===== src/hw/rtl/mmf_pkg.sv =====
`timescale 1ns / 1ps
// ----------------------------------------------------------------------------
// MIDI message framer package
// Shared status codes, the controller state type and the message length rule.
// ----------------------------------------------------------------------------
package mmf_pkg;

    localparam logic [7:0] SYSEX_START = 8'hF0;
    localparam logic [7:0] SYSEX_END   = 8'hF7;
    localparam logic [7:0] NO_STATUS   = 8'h00;

    typedef enum logic [3:0] {
        S_IDLE = 4'b0001,
        S_WR2  = 4'b0010,
        S_RD   = 4'b0100,
        S_WAIT = 4'b1000
    } state_t;

    // Data bytes that follow a status byte in a fixed-length message.
    function automatic logic [1:0] data_bytes_needed(input logic [7:0] status);
        logic [1:0] n;
        if (status[7:4] == 4'hF) begin
            if (status == 8'hF1 || status == 8'hF3) begin
                n = 2'd1;
            end else if (status == 8'hF2) begin
                n = 2'd2;
            end else begin
                n = 2'd0;
            end
        end else if (status[7:5] == 3'b110) begin
            n = 2'd1;
        end else begin
            n = 2'd2;
        end
        return n;
    endfunction

endpackage


===== src/hw/rtl/mmf_ram.sv =====
`timescale 1ns / 1ps
// ----------------------------------------------------------------------------
// Generic single-port-write RAM
// One write port and one read port with registered read data.
// ----------------------------------------------------------------------------
module mmf_ram #(
    parameter int WIDTH = 8,
    parameter int DEPTH = 64
) (
    input  logic                     aclk,
    input  logic                     we,
    input  logic [$clog2(DEPTH)-1:0] waddr,
    input  logic [WIDTH-1:0]         wdata,
    input  logic                     re,
    input  logic [$clog2(DEPTH)-1:0] raddr,
    output logic [WIDTH-1:0]         rdata
);

    logic [WIDTH-1:0] mem [DEPTH];
    logic [WIDTH-1:0] rdata_reg;

    always_ff @(posedge aclk) begin
        if (we) begin
            mem[waddr] <= wdata;
        end
        if (re) begin
            rdata_reg <= mem[raddr];
        end
    end

    assign rdata = rdata_reg;

endmodule


===== src/hw/rtl/midi_message_framer_unit.sv =====
`timescale 1ns / 1ps
// ----------------------------------------------------------------------------
// MIDI message framer
// Assembles MIDI bytes into complete messages with running status and SysEx.
// ----------------------------------------------------------------------------
// Usage:
// The s_ channel takes one MIDI byte per request. Bit 7 set marks a status
// byte. Bytes of the open message are stored in a RAM of BUFFER_BYTES entries.
// When a message completes, its bytes leave on the m_ channel in order, one
// per request, with m_last_of_message high on the final byte.
// An input byte is written straight to the RAM, but a data byte that reopens
// a message from running status writes the status first and itself in S_WR2
// (status and data go through the single RAM write port). Emission reads the
// RAM one byte at a time, through S_RD and S_WAIT, and s_ready is low while a
// message is emitted. The output register lets the next byte be accepted while
// the final byte of the previous message still waits on m_ready.
// A stall on m_ready holds the output register and pauses the RAM reads.
// Reset clears the byte count, the running status and the output valid; no
// clearing pass is needed since only bytes written for the open message are
// ever read.
// ----------------------------------------------------------------------------
module midi_message_framer_unit #(
    parameter int BUFFER_BYTES = 64
) (
    input  logic       aclk,
    input  logic       aresetn,
    input  logic       s_valid,
    output logic       s_ready,
    input  logic [7:0] s_data_byte,
    output logic       m_valid,
    input  logic       m_ready,
    output logic [7:0] m_out_byte,
    output logic       m_last_of_message
);

    localparam int AW = $clog2(BUFFER_BYTES);
    localparam int CW = $clog2(BUFFER_BYTES + 1);
    localparam logic [CW-1:0] SYSEX_DATA_LIMIT = CW'(BUFFER_BYTES - 1);

    mmf_pkg::state_t state_reg, state_next;
    logic [CW-1:0]   count_reg, count_next;
    logic [7:0]      rs_reg, rs_next;
    logic [7:0]      first_reg, first_next;
    logic [7:0]      pend_reg, pend_next;
    logic [AW-1:0]   rd_idx_reg, rd_idx_next;
    logic [AW-1:0]   last_idx_reg, last_idx_next;
    logic            m_valid_reg, m_valid_next;
    logic [7:0]      m_byte_reg, m_byte_next;
    logic            m_last_reg, m_last_next;

    logic            ram_we;
    logic [AW-1:0]   ram_waddr;
    logic [7:0]      ram_wdata;
    logic            ram_re;
    logic [7:0]      ram_rdata;

    mmf_ram #(
        .WIDTH(8),
        .DEPTH(BUFFER_BYTES)
    ) u_buf (
        .aclk  (aclk),
        .we    (ram_we),
        .waddr (ram_waddr),
        .wdata (ram_wdata),
        .re    (ram_re),
        .raddr (rd_idx_reg),
        .rdata (ram_rdata)
    );

    always_comb begin
        state_next    = state_reg;
        count_next    = count_reg;
        rs_next       = rs_reg;
        first_next    = first_reg;
        pend_next     = pend_reg;
        rd_idx_next   = rd_idx_reg;
        last_idx_next = last_idx_reg;
        m_valid_next  = m_valid_reg;
        m_byte_next   = m_byte_reg;
        m_last_next   = m_last_reg;
        ram_we        = 1'b0;
        ram_waddr     = '0;
        ram_wdata     = s_data_byte;
        ram_re        = 1'b0;

        if (m_valid_reg && m_ready) begin
            m_valid_next = 1'b0;
        end

        case (state_reg)
            mmf_pkg::S_IDLE: begin
                if (s_valid) begin
                    if (s_data_byte[7]) begin
                        if (count_reg != '0 && first_reg == mmf_pkg::SYSEX_START &&
                            s_data_byte == mmf_pkg::SYSEX_END) begin
                            // Close the SysEx block and emit it whole.
                            ram_we        = 1'b1;
                            ram_waddr     = count_reg[AW-1:0];
                            last_idx_next = count_reg[AW-1:0];
                            rd_idx_next   = '0;
                            count_next    = '0;
                            state_next    = mmf_pkg::S_RD;
                        end else begin
                            ram_we     = 1'b1;
                            first_next = s_data_byte;
                            rs_next    = (s_data_byte[7:4] == 4'hF) ?
                                         mmf_pkg::NO_STATUS : s_data_byte;
                            if (s_data_byte != mmf_pkg::SYSEX_START &&
                                mmf_pkg::data_bytes_needed(s_data_byte) == 2'd0) begin
                                last_idx_next = '0;
                                rd_idx_next   = '0;
                                count_next    = '0;
                                state_next    = mmf_pkg::S_RD;
                            end else begin
                                count_next = CW'(1);
                            end
                        end
                    end else if (count_reg == '0) begin
                        // Running status opens a message: status now, data next cycle.
                        if (rs_reg != mmf_pkg::NO_STATUS) begin
                            ram_we     = 1'b1;
                            ram_wdata  = rs_reg;
                            first_next = rs_reg;
                            pend_next  = s_data_byte;
                            state_next = mmf_pkg::S_WR2;
                        end
                    end else if (first_reg == mmf_pkg::SYSEX_START) begin
                        // Keep one entry free for the closing byte.
                        if (count_reg < SYSEX_DATA_LIMIT) begin
                            ram_we     = 1'b1;
                            ram_waddr  = count_reg[AW-1:0];
                            count_next = count_reg + CW'(1);
                        end
                    end else begin
                        ram_we    = 1'b1;
                        ram_waddr = count_reg[AW-1:0];
                        if (count_reg == CW'(mmf_pkg::data_bytes_needed(first_reg))) begin
                            last_idx_next = count_reg[AW-1:0];
                            rd_idx_next   = '0;
                            count_next    = '0;
                            state_next    = mmf_pkg::S_RD;
                        end else begin
                            count_next = count_reg + CW'(1);
                        end
                    end
                end
            end
            mmf_pkg::S_WR2: begin
                ram_we    = 1'b1;
                ram_waddr = AW'(1);
                ram_wdata = pend_reg;
                if (mmf_pkg::data_bytes_needed(first_reg) == 2'd1) begin
                    last_idx_next = AW'(1);
                    rd_idx_next   = '0;
                    count_next    = '0;
                    state_next    = mmf_pkg::S_RD;
                end else begin
                    count_next = CW'(2);
                    state_next = mmf_pkg::S_IDLE;
                end
            end
            mmf_pkg::S_RD: begin
                ram_re     = 1'b1;
                state_next = mmf_pkg::S_WAIT;
            end
            mmf_pkg::S_WAIT: begin
                if (!m_valid_reg || m_ready) begin
                    m_valid_next = 1'b1;
                    m_byte_next  = ram_rdata;
                    m_last_next  = (rd_idx_reg == last_idx_reg);
                    if (rd_idx_reg == last_idx_reg) begin
                        state_next = mmf_pkg::S_IDLE;
                    end else begin
                        rd_idx_next = rd_idx_reg + AW'(1);
                        state_next  = mmf_pkg::S_RD;
                    end
                end
            end
            default: begin
                state_next = mmf_pkg::S_IDLE;
            end
        endcase
    end

    always_ff @(posedge aclk) begin
        if (!aresetn) begin
            state_reg   <= mmf_pkg::S_IDLE;
            count_reg   <= '0;
            rs_reg      <= mmf_pkg::NO_STATUS;
            first_reg   <= mmf_pkg::NO_STATUS;
            m_valid_reg <= 1'b0;
        end else begin
            state_reg   <= state_next;
            count_reg   <= count_next;
            rs_reg      <= rs_next;
            first_reg   <= first_next;
            m_valid_reg <= m_valid_next;
        end
        pend_reg     <= pend_next;
        rd_idx_reg   <= rd_idx_next;
        last_idx_reg <= last_idx_next;
        m_byte_reg   <= m_byte_next;
        m_last_reg   <= m_last_next;
    end

    assign s_ready           = (state_reg == mmf_pkg::S_IDLE);
    assign m_valid           = m_valid_reg;
    assign m_out_byte        = m_byte_reg;
    assign m_last_of_message = m_last_reg;

endmodule


===== config.mk =====
export PLATFORM = sky130hd
export DESIGN_NAME = midi_message_framer_unit
export DESIGN_NICKNAME = d
export VERILOG_FILES = /design/src/hw/rtl/mmf_pkg.sv /design/src/hw/rtl/mmf_ram.sv /design/src/hw/rtl/midi_message_framer_unit.sv
export SDC_FILE = /design/constraint.sdc
export NUM_CORES = 1
export LEC_CHECK = 0
export BUFFER_PORTS_ARGS = -buffer_cell sky130_fd_sc_hd__buf_4
export CORE_AREA = 2 2 306 308
export CTS_CLUSTER_SIZE = 28
export DETAILED_ROUTE_END_ITERATION = 12
export DIE_AREA = 0 0 308 310
export GPL_ROUTABILITY_DRIVEN = 0
export GPL_TIMING_DRIVEN = 0
export PLACE_DENSITY_LB_ADDON = 0.2
export SYNTH_ARGS = -nofsm -noshare
export SYNTH_HDL_FRONTEND = slang
export SYNTH_SLANG_ARGS = --single-unit

===== constraint.sdc =====
create_clock -name aclk -period 8.4 [get_ports aclk]
set_clock_uncertainty 0.05 [all_clocks]
set_input_delay 1.26 -clock aclk [delete_from_list [all_inputs] [get_ports aclk]]
set_output_delay 1.26 -clock aclk [all_outputs]
set_load 0.03 [all_outputs]

==> run summary <==
Max reg flops: 512
Number of synthesized register bits: 576
P per Cell Area: 288.8 nW/um2
Area growth, synth to finish: 17.24%
Filler cells: 9155
# nets final: 1310
Cell count after synthesis: 1189
Post-Layout Cell Count: 2540
Yosys top cell area share: 0.7207
Clk root buf: clkbuf_16
Post-Syn Area per Cell: 19.20 um2
Clk_lat worst skew: 610 ps
Total die area: 95480 um2
Most common cell in the netlist: edfxtp_1
Design Area, Final: 26770 um2
Max-slew headroom: 0.03989
Core Util, Final: 0.2894
Fin. Hold Viols: 0
# diodes: 0
Distinct cells, synth: 64
Post-Syn Nets: 1204
Initial Util: 0.2469
PostCTS Resize Cnt: 0
Async SR Flop Fraction: 0
Antenna Violating Nets Remaining: 0
DRT Pass-1 Iters: 5
CP Capture Type: register
Arr. time, crit path: 4770 ps
Rows: 112
Status: finished, final reports clean
Worst-margin pin slew: 1440 ps
Vias per cell: 4.757
Share of layout cells above drive strength 1: 0.2249
EDFF count, synth: 548
Routed WL per cell: 26.61 um
Gr usage total: 0.1426
Max stage delay cell, worst path: nor2_1
FF+latch area: 17020 um2
Crit path top cell by count: nor2_1
Post-CTS Setup Inserts: 0
CP cell instances: clkbuf_1, inv_1, ha_1, and3_4, o41a_1, nor2_1, buf_2, nand4_1, nor2_1
CTS tree: done
CTS sink cnt: 576
First DRT Iteration DRCs: 1128
RSZ-0062 raised after global routing: no
Top_reg_cell synth: edfxtp_1
Crit-path max cell delay: 1070 ps
MaxCap Viol Count: 0
Detail Placement HPWL: 46160 um
Post-DP Area: 24760 um2
Post-Syn Area: 22830 um2
Synth top area cells: edfxtp_1 (72%), mux4_2 (13%), dfxtp_1 (2.5%)
Startpoint class of the critical path: register
Peak VDD IR: 126.5 uV
Overflow after GRT: 0
CTS Hold Buffers Added: 0
Final setup fails: 0
Min Tclk post-route: 4602 ps
Clock slew at reported path FFs: 60 ps
Power, Total: 0.007732 W
Placed insts: 2422
Largest register by flop count: u_buf.mem
H-tree depth: 3
Final WL: 67590 um
Hold Path Class: reg -> reg
Die Span Y: 310 um
Post-synth top cells: edfxtp_1 (548), mux4_2 (131), nor2_1 (86), nand2_1 (40), clkbuf_1 (31)
Largest net degree at the start of global routing: 45
Period utilization: 0.5479
Max-slew violations: 0
Pleak: 8.254 nW
Max Fanout on Critical Path: 10
# IOs: 23
First-pass GRT wire length: 95210 um
Num CTS Buffers: 68
Count of input and output buffers: 22
Crit path kind: reg -> reg
Synth area leader: edfxtp_1
Yosys warning count: 0
Core Region: 92490 um2
Initial antenna violation count: 1
Reg2reg setup slack: 3800 ps
Vias in the first global route: 12416
Die Width: 308 um
Via count: 12082
Multi-input logic area: 5577 um2
Clock Tree Buf Depth: 3
Seq/Total Area, Yosys: 0.7452
Max Fclk: 217.3 MHz
Post-route DRC: 0
Critical path required time: 8570 ps
Post-route setup TNS: 0 ps
[layout make-up]
cell class                 instances  area share
inverter                           5   0.0007011
timing repair buffer              36     0.01426
tap                             1197     0.05595
multi-input combinational        548      0.2083
clock inverter                    31    0.006497
buffer                            60     0.01000
sequential                       576      0.6357
clock buffer                      87     0.06861
[critical path, delay by kind of cell, from the launching register on]
family | cells | cell delay [ps]
adder cells (fa/ha/maj) | 1 | 300
buffers and inverters | 3 | 840
AO/OA/AOI/OAI | 1 | 540
AND/OR/NAND/NOR | 4 | 2130
flip-flops | 1 | 330
[layout by cell type, fill, tap and decap left out, types with 5 or more instances in the layout]
cell type / n
a21o_2: 7
a21oi_1: 20
a221oi_1: 9
a22o_1: 10
a22oi_1: 23
and2_1: 7
and3_1: 8
buf_1: 8
buf_12: 8
buf_2: 16
buf_4: 30
clkbuf_1: 47
clkbuf_16: 71
clkinv_1: 18
clkinv_2: 7
dfxtp_1: 28
edfxtp_1: 548
inv_1: 5
mux2i_1: 19
mux4_2: 131
nand2_1: 40
nand2b_1: 5
nand3_1: 18
nand4_1: 8
nor2_1: 85
nor2_2: 9
nor2b_1: 17
nor3_1: 9
nor4_1: 6
o211a_1: 8
o21ai_0: 13
o22ai_1: 24
o31ai_1: 7
or4_1: 5
xnor2_1: 7
[power by group]
group | leakage, nW | total, W | internal, W | switching (W)
sequential | 5.17 | 0.00338 | 0.00333 | 0.0000470
clock | 0.977 | 0.00271 | 0.00157 | 0.00114
combinational | 2.11 | 0.00164 | 0.000576 | 0.00107
[path summary, 6_finish.rpt]
check / startpoint / to / cells past startpoint
worst min-delay path: u_buf.rdata[0] / m_out_byte[0] / 0
worst max-delay path: count_reg[0] / u_buf.mem[6][5] / 9
worst max register to register: count_reg[0] / u_buf.mem[6][5] / 9
worst min register to register: u_buf.rdata[0] / m_out_byte[0] / 0
[logic make-up after synthesis]
group / synth area share
adder cells (fa/ha/maj): 0.001644
multiplexers: 0.1375
AO/OA/AOI/OAI: 0.04335
flip-flops: 0.7452
XOR/XNOR: 0.004219
buffers and inverters: 0.01255
AND/OR/NAND/NOR: 0.05546
[routing by layer]
layer,vias to the layer above,wire (um),global-route usage
met5,-,0,0
met4,0,1875,0.04742
met3,100,3799,0.02867
met2,380,32380,0.2331
met1,6455,29530,0.1899
li1,5147,-,-
[through the flow]
step / worst slack [ps] / hold WS [ps]
finish: 3798 / 369.2
global route: 3535 / 373.3
CTS: 3798 / 370.4
detailed placement: 3741 / 357.2
global placement: -335.9 / 353.2
floorplan: 3744 / 350.3
No activity file was read; power rests on OpenSTA's default activity.
